### src/gif_first_frame_filter_macros.svh
// ----------------------------------------------------------------------------
// GIF first-frame filter assertion macros
// Short forms for the concurrent checks written at the end of the top level.
// ----------------------------------------------------------------------------
`ifndef GIF_FIRST_FRAME_FILTER_MACROS_SVH
`define GIF_FIRST_FRAME_FILTER_MACROS_SVH

// A condition that must hold at every clock edge outside reset.
`define GFF_ASSERT_ALWAYS(lbl, cond, msg) \
  lbl: assert property (@(posedge clk) disable iff (!rst_n) (cond)) else $error(msg);

// A consequence that must hold in the same cycle as its antecedent.
`define GFF_ASSERT_IMPL(lbl, ante, cons, msg) \
  lbl: assert property (@(posedge clk) disable iff (!rst_n) (ante) |-> (cons)) else $error(msg);

// A consequence that must hold in the cycle after its antecedent.
`define GFF_ASSERT_NEXT(lbl, ante, cons, msg) \
  lbl: assert property (@(posedge clk) disable iff (!rst_n) (ante) |=> (cons)) else $error(msg);

`endif

### src/gff_pkg.sv
// ----------------------------------------------------------------------------
// GIF first-frame filter package
// Shared byte codes, queue word type and colour table size helper.
// ----------------------------------------------------------------------------
`timescale 1ns / 1ps

package gff_pkg;

  // Block introducers and labels.
  localparam logic [7:0] GFF_TRAILER   = 8'h3B;
  localparam logic [7:0] GFF_INTRO     = 8'h21;
  localparam logic [7:0] GFF_IMAGE     = 8'h2C;
  localparam logic [7:0] GFF_LBL_GCE   = 8'hF9;
  localparam logic [7:0] GFF_LBL_CMT   = 8'hFE;
  localparam logic [7:0] GFF_LBL_TEXT  = 8'h01;
  localparam logic [7:0] GFF_LBL_APP   = 8'hFF;

  // Signature bytes: "GIF87a" / "GIF89a".
  localparam logic [7:0] GFF_SIG_G     = 8'h47;
  localparam logic [7:0] GFF_SIG_I     = 8'h49;
  localparam logic [7:0] GFF_SIG_F     = 8'h46;
  localparam logic [7:0] GFF_SIG_8     = 8'h38;
  localparam logic [7:0] GFF_SIG_7     = 8'h37;
  localparam logic [7:0] GFF_SIG_9     = 8'h39;
  localparam logic [7:0] GFF_SIG_A     = 8'h61;

  // Default depth of the word queue between parser and output stage.
  localparam int GFF_QDEPTH_DEF = 4;

  // One queued word: a byte, optionally preceded by a held 0x21.
  typedef struct packed {
    logic       two;
    logic [7:0] data;
  } gff_word_t;

  // Push request from the parser.
  typedef struct packed {
    logic      valid;
    gff_word_t word;
  } gff_push_t;

  // Queue status seen by both sides.
  typedef struct packed {
    logic empty;
    logic full;
  } gff_qstat_t;

  // Colour table length in bytes from a packed field.
  function automatic logic [9:0] gff_table_size(input logic [7:0] packed_byte);
    logic [3:0] sh;
    sh = {1'b0, packed_byte[2:0]} + 4'd1;
    return packed_byte[7] ? (10'd3 << sh) : 10'd0;
  endfunction

endpackage

### src/gff_parser.sv
// ----------------------------------------------------------------------------
// GIF first-frame filter parser
// Front part: takes one stream byte per cycle unless stalled, tracks the block
// structure and decides which bytes are kept, pushing them to the queue.
// ----------------------------------------------------------------------------
`timescale 1ns / 1ps

module gff_parser
  import gff_pkg::*;
(
  input  logic       clk,
  input  logic       rst_n,
  input  logic       accept,
  input  logic [7:0] data_byte,
  input  logic       end_of_stream,
  output gff_push_t  push
);

  typedef enum logic [3:0] {
    PH_START, PH_LABEL, PH_HEADER, PH_GTABLE, PH_GCE, PH_FIXED,
    PH_IMGDESC, PH_LTABLE, PH_LZW, PH_SUBLEN, PH_SUBDATA
  } phase_t;

  phase_t      phase_r, phase_nxt;
  logic [3:0]  cnt_r, cnt_nxt;
  logic [7:0]  sub_r, sub_nxt;
  logic [9:0]  tb_r, tb_nxt;
  logic        fid_r, fid_nxt;
  logic        keep_r, keep_nxt;
  logic        pass_r, pass_nxt;
  logic        emit, two;
  logic        sig_ok;
  logic        tb_done;

  // The counted run ends on its last byte.
  assign tb_done = (tb_r <= 10'd1);

  // Signature check by position within the header.
  always_comb begin
    case (cnt_r)
      4'd1:    sig_ok = (data_byte == GFF_SIG_I);
      4'd2:    sig_ok = (data_byte == GFF_SIG_F);
      4'd3:    sig_ok = (data_byte == GFF_SIG_8);
      4'd4:    sig_ok = (data_byte == GFF_SIG_7) || (data_byte == GFF_SIG_9);
      4'd5:    sig_ok = (data_byte == GFF_SIG_A);
      default: sig_ok = 1'b1;
    endcase
  end

  // Block parsing and keep or drop decision for the current byte.
  always_comb begin
    phase_nxt = phase_r;
    cnt_nxt   = cnt_r;
    sub_nxt   = sub_r;
    tb_nxt    = tb_r;
    fid_nxt   = fid_r;
    keep_nxt  = keep_r;
    pass_nxt  = pass_r;
    emit      = 1'b0;
    two       = 1'b0;
    if (pass_r) begin
      emit = 1'b1;
    end else begin
      case (phase_r)
        PH_START: begin
          keep_nxt = 1'b1;
          if (data_byte == GFF_TRAILER) begin
            emit = 1'b1;
          end else if (data_byte == GFF_INTRO) begin
            if (end_of_stream) begin
              emit = 1'b1;
            end else begin
              phase_nxt = PH_LABEL;
            end
          end else if (data_byte == GFF_IMAGE) begin
            keep_nxt = !fid_r;
            if (!fid_r) begin
              fid_nxt = 1'b1;
              emit    = 1'b1;
            end
            cnt_nxt   = 4'd1;
            phase_nxt = PH_IMGDESC;
          end else if (data_byte == GFF_SIG_G) begin
            emit      = 1'b1;
            cnt_nxt   = 4'd1;
            phase_nxt = PH_HEADER;
          end else begin
            pass_nxt = 1'b1;
            emit     = 1'b1;
          end
        end
        PH_LABEL: begin
          case (data_byte)
            GFF_LBL_GCE: begin
              keep_nxt  = !fid_r;
              tb_nxt    = 10'd6;
              phase_nxt = PH_GCE;
            end
            GFF_LBL_CMT: begin
              keep_nxt  = 1'b1;
              phase_nxt = PH_SUBLEN;
            end
            GFF_LBL_TEXT: begin
              keep_nxt  = 1'b1;
              tb_nxt    = 10'd13;
              phase_nxt = PH_FIXED;
            end
            GFF_LBL_APP: begin
              keep_nxt  = 1'b1;
              tb_nxt    = 10'd12;
              phase_nxt = PH_FIXED;
            end
            default: begin
              keep_nxt  = 1'b1;
              pass_nxt  = 1'b1;
              phase_nxt = PH_START;
            end
          endcase
          // The held introducer goes out with its label.
          emit = keep_nxt;
          two  = keep_nxt;
        end
        PH_HEADER: begin
          emit = 1'b1;
          if (!sig_ok) begin
            pass_nxt  = 1'b1;
            phase_nxt = PH_START;
          end else begin
            if (cnt_r == 4'd10) begin
              tb_nxt = gff_table_size(data_byte);
            end
            if (cnt_r >= 4'd12) begin
              phase_nxt = (tb_nxt != 10'd0) ? PH_GTABLE : PH_START;
            end else begin
              cnt_nxt = cnt_r + 4'd1;
            end
          end
        end
        PH_GTABLE: begin
          emit = 1'b1;
          if (tb_done) begin
            tb_nxt    = 10'd0;
            phase_nxt = PH_START;
          end else begin
            tb_nxt = tb_r - 10'd1;
          end
        end
        PH_GCE: begin
          emit = keep_r;
          if (tb_done) begin
            tb_nxt    = 10'd0;
            phase_nxt = PH_START;
          end else begin
            tb_nxt = tb_r - 10'd1;
          end
        end
        PH_FIXED: begin
          emit = keep_r;
          if (tb_done) begin
            tb_nxt    = 10'd0;
            phase_nxt = PH_SUBLEN;
          end else begin
            tb_nxt = tb_r - 10'd1;
          end
        end
        PH_IMGDESC: begin
          emit = keep_r;
          if (cnt_r >= 4'd9) begin
            tb_nxt    = gff_table_size(data_byte);
            phase_nxt = (tb_nxt != 10'd0) ? PH_LTABLE : PH_LZW;
          end else begin
            cnt_nxt = cnt_r + 4'd1;
          end
        end
        PH_LTABLE: begin
          emit = keep_r;
          if (tb_done) begin
            tb_nxt    = 10'd0;
            phase_nxt = PH_LZW;
          end else begin
            tb_nxt = tb_r - 10'd1;
          end
        end
        PH_LZW: begin
          emit      = keep_r;
          phase_nxt = PH_SUBLEN;
        end
        PH_SUBLEN: begin
          emit = keep_r;
          if (data_byte == 8'd0) begin
            phase_nxt = PH_START;
          end else begin
            sub_nxt   = data_byte;
            phase_nxt = PH_SUBDATA;
          end
        end
        PH_SUBDATA: begin
          emit = keep_r;
          if (sub_r <= 8'd1) begin
            sub_nxt   = 8'd0;
            phase_nxt = PH_SUBLEN;
          end else begin
            sub_nxt = sub_r - 8'd1;
          end
        end
        default: begin
          phase_nxt = PH_START;
        end
      endcase
    end
    // The final byte of a stream leaves the parser ready for a new one.
    if (end_of_stream) begin
      phase_nxt = PH_START;
      cnt_nxt   = 4'd0;
      sub_nxt   = 8'd0;
      tb_nxt    = 10'd0;
      keep_nxt  = 1'b1;
      pass_nxt  = 1'b0;
    end
  end

  // Parser state advances on each accepted word.
  always_ff @(posedge clk) begin
    if (!rst_n) begin
      phase_r <= PH_START;
      cnt_r   <= 4'd0;
      sub_r   <= 8'd0;
      tb_r    <= 10'd0;
      fid_r   <= 1'b0;
      keep_r  <= 1'b1;
      pass_r  <= 1'b0;
    end else if (accept) begin
      phase_r <= phase_nxt;
      cnt_r   <= cnt_nxt;
      sub_r   <= sub_nxt;
      tb_r    <= tb_nxt;
      fid_r   <= fid_nxt;
      keep_r  <= keep_nxt;
      pass_r  <= pass_nxt;
    end
  end

  assign push.valid     = accept && emit;
  assign push.word.two  = two;
  assign push.word.data = data_byte;

endmodule

### src/gff_queue.sv
// ----------------------------------------------------------------------------
// GIF first-frame filter queue
// Short first-in first-out store of kept words between parser and output.
// ----------------------------------------------------------------------------
`timescale 1ns / 1ps

module gff_queue
  import gff_pkg::*;
#(
  parameter int QDEPTH = GFF_QDEPTH_DEF
) (
  input  logic                        clk,
  input  logic                        rst_n,
  input  gff_push_t                   push,
  input  logic                        pop,
  output gff_word_t                   rd_word,
  output gff_qstat_t                  stat,
  output logic [$clog2(QDEPTH+1)-1:0] level
);

  localparam int PW = $clog2(QDEPTH);
  localparam int CW = $clog2(QDEPTH + 1);

  gff_word_t         mem [QDEPTH];
  gff_word_t         head_r;
  logic [PW-1:0]     wr_r, wr_nxt;
  logic [PW-1:0]     rd_r, rd_nxt;
  logic [CW-1:0]     cnt_r, cnt_nxt;
  logic              do_push, do_pop;

  assign do_push = push.valid && !stat.full;
  assign do_pop  = pop && !stat.empty;

  // Pointer and fill count update.
  always_comb begin
    wr_nxt  = wr_r;
    rd_nxt  = rd_r;
    cnt_nxt = cnt_r;
    if (do_push) begin
      wr_nxt = (wr_r == PW'(QDEPTH - 1)) ? '0 : wr_r + 1'b1;
    end
    if (do_pop) begin
      rd_nxt = (rd_r == PW'(QDEPTH - 1)) ? '0 : rd_r + 1'b1;
    end
    if (do_push && !do_pop) begin
      cnt_nxt = cnt_r + 1'b1;
    end else if (!do_push && do_pop) begin
      cnt_nxt = cnt_r - 1'b1;
    end
  end

  always_ff @(posedge clk) begin
    if (!rst_n) begin
      wr_r  <= '0;
      rd_r  <= '0;
      cnt_r <= '0;
    end else begin
      wr_r  <= wr_nxt;
      rd_r  <= rd_nxt;
      cnt_r <= cnt_nxt;
    end
  end

  // Word storage.
  always_ff @(posedge clk) begin
    if (do_push) begin
      mem[wr_r] <= push.word;
    end
  end

  // Head word register; a word written into the slot that becomes the head
  // goes straight through.
  always_ff @(posedge clk) begin
    if (do_push && (wr_r == rd_nxt)) begin
      head_r <= push.word;
    end else begin
      head_r <= mem[rd_nxt];
    end
  end

  assign rd_word    = head_r;
  assign stat.empty = (cnt_r == '0);
  assign stat.full  = (cnt_r == CW'(QDEPTH));
  assign level      = cnt_r;

endmodule

### src/gff_emit.sv
// ----------------------------------------------------------------------------
// GIF first-frame filter output stage
// Back part: takes words from the queue and presents them as output bytes,
// sending a held 0x21 ahead of its label where the word asks for it.
// ----------------------------------------------------------------------------
`timescale 1ns / 1ps

module gff_emit
  import gff_pkg::*;
(
  input  logic       clk,
  input  logic       rst_n,
  input  gff_word_t  q_word,
  input  gff_qstat_t q_stat,
  output logic       pop,
  output logic       out_valid,
  input  logic       out_ready,
  output logic [7:0] out_byte,
  output logic       out_last_of_run
);

  gff_word_t word_r, word_nxt;
  logic      valid_r, valid_nxt;
  logic      intro_r, intro_nxt;

  // Load a new word when the register is empty or its last byte leaves.
  assign pop = !q_stat.empty && (!valid_r || (out_ready && !intro_r));

  always_comb begin
    valid_nxt = valid_r;
    intro_nxt = intro_r;
    word_nxt  = word_r;
    if (valid_r && out_ready) begin
      if (intro_r) begin
        intro_nxt = 1'b0;
      end else begin
        valid_nxt = 1'b0;
      end
    end
    if (pop) begin
      valid_nxt = 1'b1;
      intro_nxt = q_word.two;
      word_nxt  = q_word;
    end
  end

  // Control state.
  always_ff @(posedge clk) begin
    if (!rst_n) begin
      valid_r <= 1'b0;
      intro_r <= 1'b0;
    end else begin
      valid_r <= valid_nxt;
      intro_r <= intro_nxt;
    end
  end

  // Output word.
  always_ff @(posedge clk) begin
    word_r <= word_nxt;
  end

  assign out_valid       = valid_r;
  assign out_byte        = intro_r ? GFF_INTRO : word_r.data;
  assign out_last_of_run = !intro_r;

endmodule

### src/gif_first_frame_filter.sv
// ----------------------------------------------------------------------------
// GIF first-frame filter
// Strips animation from a GIF stream, keeping the header, tables, non-graphic
// extensions, the trailer and the first graphic control block and image.
//
//   Channel | Handshake             | Word
//   --------+-----------------------+------------------------------------
//   input   | in_valid / in_ready   | in_data_byte, in_end_of_stream
//   output  | out_valid / out_ready | out_byte, out_last_of_run
//
// The parser accepts one byte per cycle while the queue has room.
// A kept byte goes through the queue into the output word register.
// An extension label that is kept goes out as two bytes: 0x21, then the label.
// in_ready depends only on the queue fill, never on out_ready directly.
// Reset is synchronous and active low; the queue and output stage start empty.
// ----------------------------------------------------------------------------
`timescale 1ns / 1ps

`include "gif_first_frame_filter_macros.svh"

module gif_first_frame_filter
  import gff_pkg::*;
#(
  parameter int QDEPTH = GFF_QDEPTH_DEF
) (
  input  logic       clk,
  input  logic       rst_n,
  input  logic       in_valid,
  output logic       in_ready,
  input  logic [7:0] in_data_byte,
  input  logic       in_end_of_stream,
  output logic       out_valid,
  input  logic       out_ready,
  output logic [7:0] out_byte,
  output logic       out_last_of_run
);

  gff_push_t                   push;
  gff_word_t                   q_word;
  gff_qstat_t                  q_stat;
  logic                        pop;
  logic                        accept;
  logic [$clog2(QDEPTH+1)-1:0] q_level;

  assign in_ready = !q_stat.full;
  assign accept   = in_valid && in_ready;

  // Front: parsing and keep decision.
  gff_parser u_parser (
    .clk           (clk),
    .rst_n         (rst_n),
    .accept        (accept),
    .data_byte     (in_data_byte),
    .end_of_stream (in_end_of_stream),
    .push          (push)
  );

  // Queue between front and back.
  gff_queue #(
    .QDEPTH (QDEPTH)
  ) u_queue (
    .clk     (clk),
    .rst_n   (rst_n),
    .push    (push),
    .pop     (pop),
    .rd_word (q_word),
    .stat    (q_stat),
    .level   (q_level)
  );

  // Back: output word register.
  gff_emit u_emit (
    .clk             (clk),
    .rst_n           (rst_n),
    .q_word          (q_word),
    .q_stat          (q_stat),
    .pop             (pop),
    .out_valid       (out_valid),
    .out_ready       (out_ready),
    .out_byte        (out_byte),
    .out_last_of_run (out_last_of_run)
  );

  // Checks on queue fill and on the introducer pairing.
  `GFF_ASSERT_ALWAYS(a_level_bound, q_level <= QDEPTH, "queue fill beyond depth")
  `GFF_ASSERT_IMPL(a_ready_full, !in_ready, q_level == QDEPTH, "stall without a full queue")
  `GFF_ASSERT_IMPL(a_intro_byte, out_valid && !out_last_of_run, out_byte == GFF_INTRO, "non-final word is not 0x21")
  `GFF_ASSERT_NEXT(a_label_next, out_valid && out_ready && !out_last_of_run, out_valid && out_last_of_run, "label does not follow 0x21")

endmodule

### config.mk
export PLATFORM = sky130hd
export DESIGN_NAME = gif_first_frame_filter
export DESIGN_NICKNAME = d
export VERILOG_FILES = /design/src/gff_pkg.sv /design/src/gff_parser.sv /design/src/gff_queue.sv /design/src/gff_emit.sv /design/src/gif_first_frame_filter.sv
export VERILOG_INCLUDE_DIRS = /design/src /design/src/src
export SDC_FILE = /design/constraint.sdc
export NUM_CORES = 1
export LEC_CHECK = 0
export BUFFER_PORTS_ARGS = -buffer_cell sky130_fd_sc_hd__buf_2
export CAP_MARGIN = 15
export CORE_AREA = 2 2 123 125
export CTS_CLUSTER_SIZE = 12
export DETAILED_ROUTE_END_ITERATION = 16
export DIE_AREA = 0 0 125 127
export GPL_TIMING_DRIVEN = 0
export PLACE_DENSITY_LB_ADDON = 0.12
export SLEW_MARGIN = 0
export SYNTH_ARGS = -nofsm -noshare
export SYNTH_HDL_FRONTEND = slang
export SYNTH_SLANG_ARGS = --single-unit
export TNS_END_PERCENT = 30
### constraint.sdc
create_clock -name clk -period 4.6 [get_ports clk]
set_input_delay 0.92 -clock clk [delete_from_list [all_inputs] [get_ports clk]]
set_output_delay 0.92 -clock clk [all_outputs]
set_load 0.02 [all_outputs]
==> results.json, run 1 <==
{
  "skew_ps": 7.723,
  "ys_seq_area_share_pct": 41.33,
  "synthTopCellsByArea": "edfxtp_1 26%, dfxtp_1 16%, ha_1 4.6%",
  "syn_area_sq_um": 5135,
  "timing.fmax_ghz": 0.2364,
  "power_leakage_nw": 2.044,
  "fin_util_pct": 40.12,
  "grt_use_total_pct": 17.87,
  "num_antenna_cells": 0,
  "dieArea_sq_um": 15880,
  "power.density_nw_per_um2": 410.8,
  "crit_path_start": "in_data_byte[1]",
  "hold_viol": 0,
  "vias": 4298,
  "cts.repair.resized": 0,
  "finalNonFillerCells": 774,
  "grt_remaining_overflow": 0,
  "synth_area_per_cell_sq_um": 9.319,
  "cp_max_fo": 9,
  "antenna_found_initial": 0,
  "ant_nets": 0,
  "clockBufferDepth": 2,
  "hpwlAfterDp_um": 9959,
  "fin_nets": 618,
  "hold_class": "flip-flop to flip-flop",
  "area_delta_synth_final_pct": 12.69,
  "num_rows": 44,
  "pin_count": 24,
  "cts_root_buf": "clkbuf_16",
  "finalSetupViolCount": 0,
  "yosysTopAreaCellShare_pct": 25.73,
  "synthesis.nets": 584,
  "place_congestion": 0.9097,
  "clock-sinks": 84,
  "placed_cell_area_sq_um": 5480,
  "cp.arrival_ps": 4500,
  "cts_setup_buffers": 0,
  "r2r-start": "u_parser.phase_r[1]",
  "drt-total-wl_um": 13610,
  "synth_cell_type_count": 70,
  "end_kind": "flip-flop",
  "synthCells": 551,
  "slew_violations": 0,
  "pre_cts_ws_ps": 71.08,
  "crit_required_ps": 4870,
  "layout_common_cells": "50 x nand2_1, 47 x nor2_1, 44 x edfxtp_1",
  "drt-initial-drc-count": 269,
  "synth_area_leader_cell": "edfxtp_1",
  "insertion_delay_ps": 340,
  "vias_per_cell": 5.553,
  "min_period_over_period_pct": 91.94,
  "synth.ff_latch_count": 84,
  "relSlewSlack_pct": 26.07,
  "placed_cells": 758,
  "core_sq_um": 14420,
  "first_pass_iters": 5,
  "worstHoldStart": "u_parser.sub_r[1]",
  "postCtsHoldBufs": 0,
  "peakVddDrop_v": 0.0001920,
  "grt_pass1_vias": 4301,
  "critPathKind": "input pin to flip-flop",
  "tightest_slew_ps": 1107,
  "grt_pass1_wl_um": 22730,
  "die_width_um": 125,
  "drv_cap": 0,
  "synth_flop_cell": "edfxtp_1",
  "tritoncts": "built",
  "regArea_sq_um": 2122,
  "initial_core_util_pct": 35.60,
  "cts_made_buffers": 9,
  "die_y_um": 127,
  "setup_slack_ps": 370.6,
  "cts.clk_slew.worst_paths_ps": 70,
  "nFillCells": 1479,
  "critPathMaxStageDelay_ps": 510,
  "fin_tns_setup_ps": 0,
  "power_mw": 2.377,
  "status": "completed",
  "ctsHtreeMaxLevel": 3,
  "hold_ws_ps": 479.7,
  "multi_input_comb_area_sq_um": 2771,
  "synth_edf_count": 44,
  "layout-drive-gt1-share_pct": 12.37,
  "synth-warning-count": 0,
  "drc": 0,
  "async_reset_ff_share_pct": 0,
  "grt_max_degree": 17,
  "critPathSlowestCell": "a21oi_1",
  "io_buffers": 23,
  "layout_min_cycle_time_ps": 4229,
  "rsz0062_at_grt": "false",
  "final_common_cell": "nand2_1",
  "path_cells": "buf_2 > clkbuf_1 > inv_1 > ha_1 > nor2b_1 > and3_1 > a221oi_1 > o32ai_1 > a21oi_1 > ha_1 > inv_1 > fa_1 > xor2_1 > or3_1 > a21oi_1",
  "critical_path.startpoint_type": "input pin",
  "fin_area_sq_um": 5787,
  "wire_per_inst_um": 17.58
}
==> power by group <==
part | internal (mW) | leakage [nW] | switching, mW | total [mW]
clock | 0.431 | 0.153 | 0.317 | 0.748
sequential | 0.921 | 0.728 | 0.0470 | 0.968
combinational | 0.268 | 1.16 | 0.393 | 0.661
==> layout make-up <==
type	instances	share of cell area (%)
Clock buffer	9	3.892
Buffer	34	2.551
Clock inverter	7	1.405
Multi-Input combinational cell	408	47.89
Timing Repair Buffer	23	1.989
Inverter	25	1.622
Sequential cell	84	36.67
Tap cell	184	3.978
==> registers in the layout (all words and copies together) (netlist names), named ones only <==
name and cells:
u_emit.out_valid 1, u_parser.keep_r 1, u_parser.cnt_r 4, u_emit.intro_r 1, u_queue.rd_r 2, u_parser.pass_r 1
u_emit.word_r 8, u_queue.level 3, u_parser.sub_r 8, u_parser.phase_r 4, u_queue.wr_r 2, u_parser.tb_r 10
u_queue.mem 36, u_parser.fid_r 1
==> layer usage <==
layer  vias up  GRT usage [%]  share of wire (%)
li1       2103              -                  -
met3        26          4.062                4.7
met2       128          29.54                 47
met4         0          6.078                2.3
met5         -              0                  0
met1      2041          23.27                 46
==> worst max-delay path: cells and delay by family <==
| kind | cells | cell delay, ps |
|---|---|---|
| compound gates | 4 | 1040 |
| xor+xnor | 1 | 170 |
| simple gates | 3 | 670 |
| fa+ha+maj | 3 | 900 |
| buf+inv | 4 | 780 |
==> worst paths after layout <==
kind                                           to  slack, ps  cells past startpoint
worst max-delay path             u_queue.level[2]        370                     15
worst min-delay path            u_parser.sub_r[1]        480                      2
worst max register to register   u_queue.level[2]       1190                     11
worst min register to register  u_parser.sub_r[1]        480                      2
==> cells in the mapped netlist, types with 7 or more instances <==
| library cell | count |
|---|---|
| edfxtp_1 | 44 |
| xnor2_1 | 8 |
| o21ai_0 | 17 |
| o211ai_1 | 13 |
| nor2_1 | 47 |
| o22ai_1 | 9 |
| ha_1 | 19 |
| mux4_2 | 9 |
| nand3_1 | 11 |
| a22oi_1 | 7 |
| a31oi_1 | 7 |
| nand2b_1 | 12 |
| inv_1 | 25 |
| and2_1 | 9 |
| nor3_1 | 16 |
| xor2_1 | 11 |
| or3_1 | 12 |
| dfxtp_1 | 40 |
| clkbuf_1 | 25 |
| mux2i_1 | 7 |
| nand2_1 | 50 |
| a21oi_1 | 37 |
| nor2b_1 | 11 |
==> logic make-up after synthesis <==
kind of cell	after synthesis	share of synthesized area, %
AO/OA/AOI/OAI	133	17.59
XOR/XNOR	19	3.241
adder cells (fa/ha/maj)	20	5.020
buffers and inverters	59	4.703
flip-flops	84	41.33
multiplexers	18	5.750
AND/OR/NAND/NOR	218	22.37
Power figures use the tool's default switching activity.
==> run 2: changes to the inputs <==
CELL_PAD_IN_SITES_DETAIL_PLACEMENT = 1   (was not set)
CELL_PAD_IN_SITES_GLOBAL_PLACEMENT = 1   (was not set)
CORE_AREA = 5 5 126 128   (was 2 2 123 125)
DIE_AREA = 0 0 131 133   (was 0 0 125 127)
==> results.json, run 2 (synthesis results as in run 1) <==
{
  "status": "completed",
  "antenna_found_initial": 0,
  "cts_root_buf": "clkbuf_16",
  "vias": 4394,
  "placed_cell_area_sq_um": 5485,
  "clockBufferDepth": 2,
  "rsz0062_at_grt": "false",
  "placed_cells": 762,
  "first_pass_iters": 4,
  "num_antenna_cells": 0,
  "vias_per_cell": 5.641,
  "area_delta_synth_final_pct": 13.21,
  "grt_remaining_overflow": 0,
  "grt_max_degree": 18,
  "power.density_nw_per_um2": 420.0,
  "layout_common_cells": "50 x nand2_1, 47 x nor2_1, 44 x edfxtp_1",
  "fin_nets": 619,
  "layout_min_cycle_time_ps": 4079,
  "power_leakage_nw": 2.047,
  "slew_violations": 0,
  "ant_nets": 0,
  "ctsHtreeMaxLevel": 3,
  "min_period_over_period_pct": 88.68,
  "tightest_slew_ps": 980.5,
  "insertion_delay_ps": 350,
  "core_sq_um": 14750,
  "pin_count": 24,
  "reg.largest.list": "u_queue.mem: 36 flops, u_parser.tb_r: 10 flops",
  "min_to": "u_parser.sub_r[1]",
  "initial_core_util_pct": 34.81,
  "cts_made_buffers": 9,
  "postCtsHoldBufs": 0,
  "r2r-start": "u_parser.cnt_r[0]",
  "dieArea_sq_um": 17420,
  "io_buffers": 23,
  "wire_per_inst_um": 20.38,
  "num_rows": 45,
  "worstHoldStart": "u_parser.sub_r[1]",
  "peakVddDrop_v": 0.0001736,
  "grt_pass1_wl_um": 25790,
  "critPathKind": "input pin to flip-flop",
  "finalNonFillerCells": 779,
  "final_common_cell": "nand2_1",
  "r2r_end": "u_parser.phase_r[3]",
  "fin_area_sq_um": 5813,
  "end_kind": "flip-flop",
  "regMostFlops": "u_queue.mem",
  "drv_cap": 0,
  "cts_setup_buffers": 0,
  "rr_worst_depth": 9,
  "drc": 0,
  "reg2reg_slack_ps": 1270,
  "grt_use_total_pct": 19.05,
  "cts.clk_slew.worst_paths_ps": 70,
  "layout-drive-gt1-share_pct": 12.69,
  "relSlewSlack_pct": 34.13,
  "timing.fmax_ghz": 0.2451,
  "die_width_um": 131,
  "hold_viol": 0,
  "tritoncts": "built",
  "cp.arrival_ps": 4350,
  "largest_reg_flops": 36,
  "die_y_um": 133,
  "finalSetupViolCount": 0,
  "drt-total-wl_um": 15880,
  "place_congestion": 0.9102,
  "hold_class": "flip-flop to flip-flop",
  "grt_pass1_vias": 4608,
  "crit_required_ps": 4880,
  "cts.repair.resized": 0,
  "clock-sinks": 84,
  "min_path_cells": 2,
  "critical_path.startpoint_type": "input pin",
  "skew_ps": 9.554,
  "cp_max_fo": 9,
  "drt-initial-drc-count": 263,
  "hpwlAfterDp_um": 11560
}
## run 2: routing by layer
layer | vias to the layer above | track usage [%] | routed length (um)
met5 | - | 0 | 0
met3 | 25 | 3.230 | 499
met2 | 88 | 31.52 | 7861
li1 | 2098 | - | -
met1 | 2183 | 25.08 | 7181
met4 | 0 | 6.229 | 335
## run 2: worst max-delay path: stages
cell	delay (ps)
buf_2	160
clkbuf_1	440
inv_1	130
ha_1	240
nor2b_1	170
and3_1	210
a221oi_1	290
o32ai_1	130
a21oi_2	350
ha_1	260
inv_1	60
fa_1	380
xor2_1	170
or3_1	310
a21oi_1	130
## run 2: where the power goes
part	switching [mW]	internal, mW
clock network	0.347	0.436
registers	0.0515	0.921
logic	0.411	0.276
## run 2: metrics by stage
stage	setup WS [ps]	utilization (%)	total power [mW]	setup TNS [ps]	hold WS, ps
2_1_floorplan	803.6	-	1.464	0	449.4
5_1_grt	182.3	39.41	2.588	0	516.9
4_1_cts	270.1	39.33	2.472	0	477.2
6_report	520.8	39.41	2.441	0	472.4
3_3_place_gp	49.62	37.18	1.654	0	469.2
3_5_place_dp	-81.51	37.18	1.682	-81.51	467.7
## run 2: worst max path at each step
stage | startpoint | to | slack (ps) | depth (start not counted)
finish | in_data_byte[1] | u_queue.level[2] | 520 | 15
global route | in_data_byte[1] | u_queue.level[2] | 180 | 15
CTS | in_data_byte[1] | u_queue.level[2] | 270 | 15
detailed placement | in_data_byte[1] | u_queue.level[2] | -80 | 15
global placement | in_data_byte[1] | u_queue.level[2] | 50 | 15
floorplan | in_data_byte[1] | u_queue.level[2] | 800 | 14
## run 2: final cells by class
type / instances / area [sq um]
fill: 1734 / 8939
clock inverter: 7 / 91.34
inverter: 25 / 93.84
tap: 188 / 235.2
clock buffer: 9 / 225.2
multi-input combinational: 408 / 2775
timing repair buffer: 24 / 122.6
sequential: 84 / 2122
buffer: 34 / 147.6
==> run 3: changes to the inputs <==
CAP_MARGIN = 20   (was 15)
CORE_AREA = 5 5 112 114   (was 5 5 126 128)
DIE_AREA = 0 0 117 119   (was 0 0 131 133)
GPL_TIMING_DRIVEN = not set   (was 0)
==> results.json, run 3 (synthesis results as in run 1) <==
{
  "cp_max_fo": 16,
  "die_y_um": 119,
  "regMostFlops": "u_queue.mem",
  "cp.arrival_ps": 3890,
  "regArea_sq_um": 2122,
  "cts_root_buf": "clkbuf_16",
  "hold_viol": 0,
  "num_rows": 39,
  "clock-sinks": 84,
  "grt_remaining_overflow": 0,
  "top_layer": "met4",
  "place_congestion": 0.9339,
  "drt-initial-drc-count": 270,
  "grt_use_total_pct": 21.85,
  "end_kind": "flip-flop",
  "status": "completed",
  "rr_worst_depth": 9,
  "min_period_over_period_pct": 78.65,
  "peakVddDrop_v": 0.0002701,
  "ant_nets": 0,
  "slew_violations": 0,
  "nFillCells": 1318,
  "hold_class": "flip-flop to flip-flop",
  "cts_setup_buffers": 0,
  "ctsHtreeMaxLevel": 3,
  "core_sq_um": 11320,
  "r2r_end": "u_parser.phase_r[1]",
  "grt_pass1_wl_um": 23610,
  "postCtsHoldBufs": 0,
  "power_leakage_nw": 1.981,
  "grt_pass1_vias": 4414,
  "cts_made_buffers": 9,
  "critical_path.startpoint_type": "input pin",
  "wl_met3_um": 702,
  "timing.fmax_ghz": 0.2764,
  "layout_common_cells": "50 x nand2_1, 47 x nor2_1, 44 x edfxtp_1",
  "r2r-start": "u_parser.cnt_r[0]",
  "vias_per_cell": 6.050,
  "clockBufferDepth": 2,
  "pre_cts_ws_ps": 684.0,
  "drc": 0,
  "cts.repair.resized": 0,
  "largest_reg_flops": 36,
  "crit_required_ps": 4870,
  "setup_slack_ps": 981.9,
  "tritoncts": "built",
  "grt_max_degree": 26,
  "insertion_delay_ps": 350,
  "skew_ps": 3.898,
  "met1_length_um": 6309,
  "hpwlAfterDp_um": 10140,
  "vias": 4253,
  "tightest_slew_ps": 761.7,
  "power.density_nw_per_um2": 421.8,
  "wire_per_inst_um": 20.71,
  "num_antenna_cells": 0,
  "dr_wl_met2_um": 7251,
  "die_width_um": 117,
  "fin_tns_setup_ps": 0,
  "hold_ws_ps": 482.3,
  "critPathKind": "input pin to flip-flop",
  "io_buffers": 23,
  "crit_path_start": "in_data_byte[1]",
  "antenna_found_initial": 0,
  "worstHoldStart": "u_parser.sub_r[1]",
  "layout-drive-gt1-share_pct": 12.32,
  "drt-total-wl_um": 14560,
  "rsz0062_at_grt": "false",
  "first_pass_iters": 4,
  "reg2reg_slack_ps": 1380,
  "dieArea_sq_um": 13920,
  "area_delta_synth_final_pct": 8.991,
  "initial_core_util_pct": 45.36,
  "layout_min_cycle_time_ps": 3618,
  "min_path_cells": 2,
  "cts.clk_slew.worst_paths_ps": 60,
  "reg.largest.list": "u_queue.mem: 36 flops, u_parser.tb_r: 10 flops",
  "multi_input_comb_area_sq_um": 2771,
  "min_to": "u_parser.sub_r[1]",
  "pin_count": 24,
  "drv_cap": 0,
  "relSlewSlack_pct": 48.83,
  "fin_nets": 588,
  "power_mw": 2.360,
  "finalSetupViolCount": 0,
  "final_common_cell": "nand2_1"
}
-- run 3: changes by cell type in the layout (fill, tap and decap cells not counted), sizes merged --
cell	before	now
buf	33	27
bufinv	1	0
clkbuf	34	11
inv	29	28
-- run 3: how the worst max path moves through the flow --
stage	to	slack, ps	cells after the start
4_1_cts	u_queue.level[2]	1020	15
3_3_place_gp	u_queue.level[2]	790	15
5_1_grt	u_queue.level[2]	730	15
2_1_floorplan	u_queue.level[2]	800	14
6_report	u_queue.level[2]	980	15
3_5_place_dp	u_queue.level[2]	680	15
-- run 3: area by class of cell --
cell class	instances	share of cell area, %
inverters	25	1.677
repair buffers	27	2.593
well taps	143	3.197
multi-input cells	408	49.52
flip-flops and latches	84	37.92
clock inverters	5	0.7601
clock buffers	11	4.337
-- run 3: through the flow --
| stage | instance area, sq um | utilization (%) | instances |
|---|---|---|---|
| floorplan | 5135 | - | 551 |
| CTS | 5597 | 49.44 | 703 |
| detailed placement | 5311 | 46.92 | 687 |
| global route | 5597 | 49.44 | 703 |
| global placement | 5311 | 46.92 | 687 |
| finish | 5597 | 49.44 | 703 |
-- run 3: power by group --
part / switching, mW / total (mW) / leakage (nW) / internal, mW
Clock: 0.329 / 0.717 / 0.137 / 0.388
Sequential: 0.0921 / 1.01 / 0.728 / 0.921
Combinational: 0.361 / 0.631 / 1.12 / 0.270
Total: 0.782 / 2.36 / 1.98 / 1.58
-- run 3: per-layer routing --
metal / track usage (%) / up-vias
met4: 8.315 / 0
li1: - / 2042
met2: 36.45 / 95
met3: 4.310 / 23
met1: 27.72 / 2093
met5: 0 / -
-- run 3: worst max-delay path, cell delays in order --
cell      delay (ps)
buf_2            250
inv_1            110
ha_1             230
nor2b_1          160
and3_1           200
a221oi_1         300
o32ai_1          120
a21oi_1          180
buf_4            170
ha_1             180
inv_1             60
fa_1             380
xor2_1           180
or3_1            300
a21oi_1          150
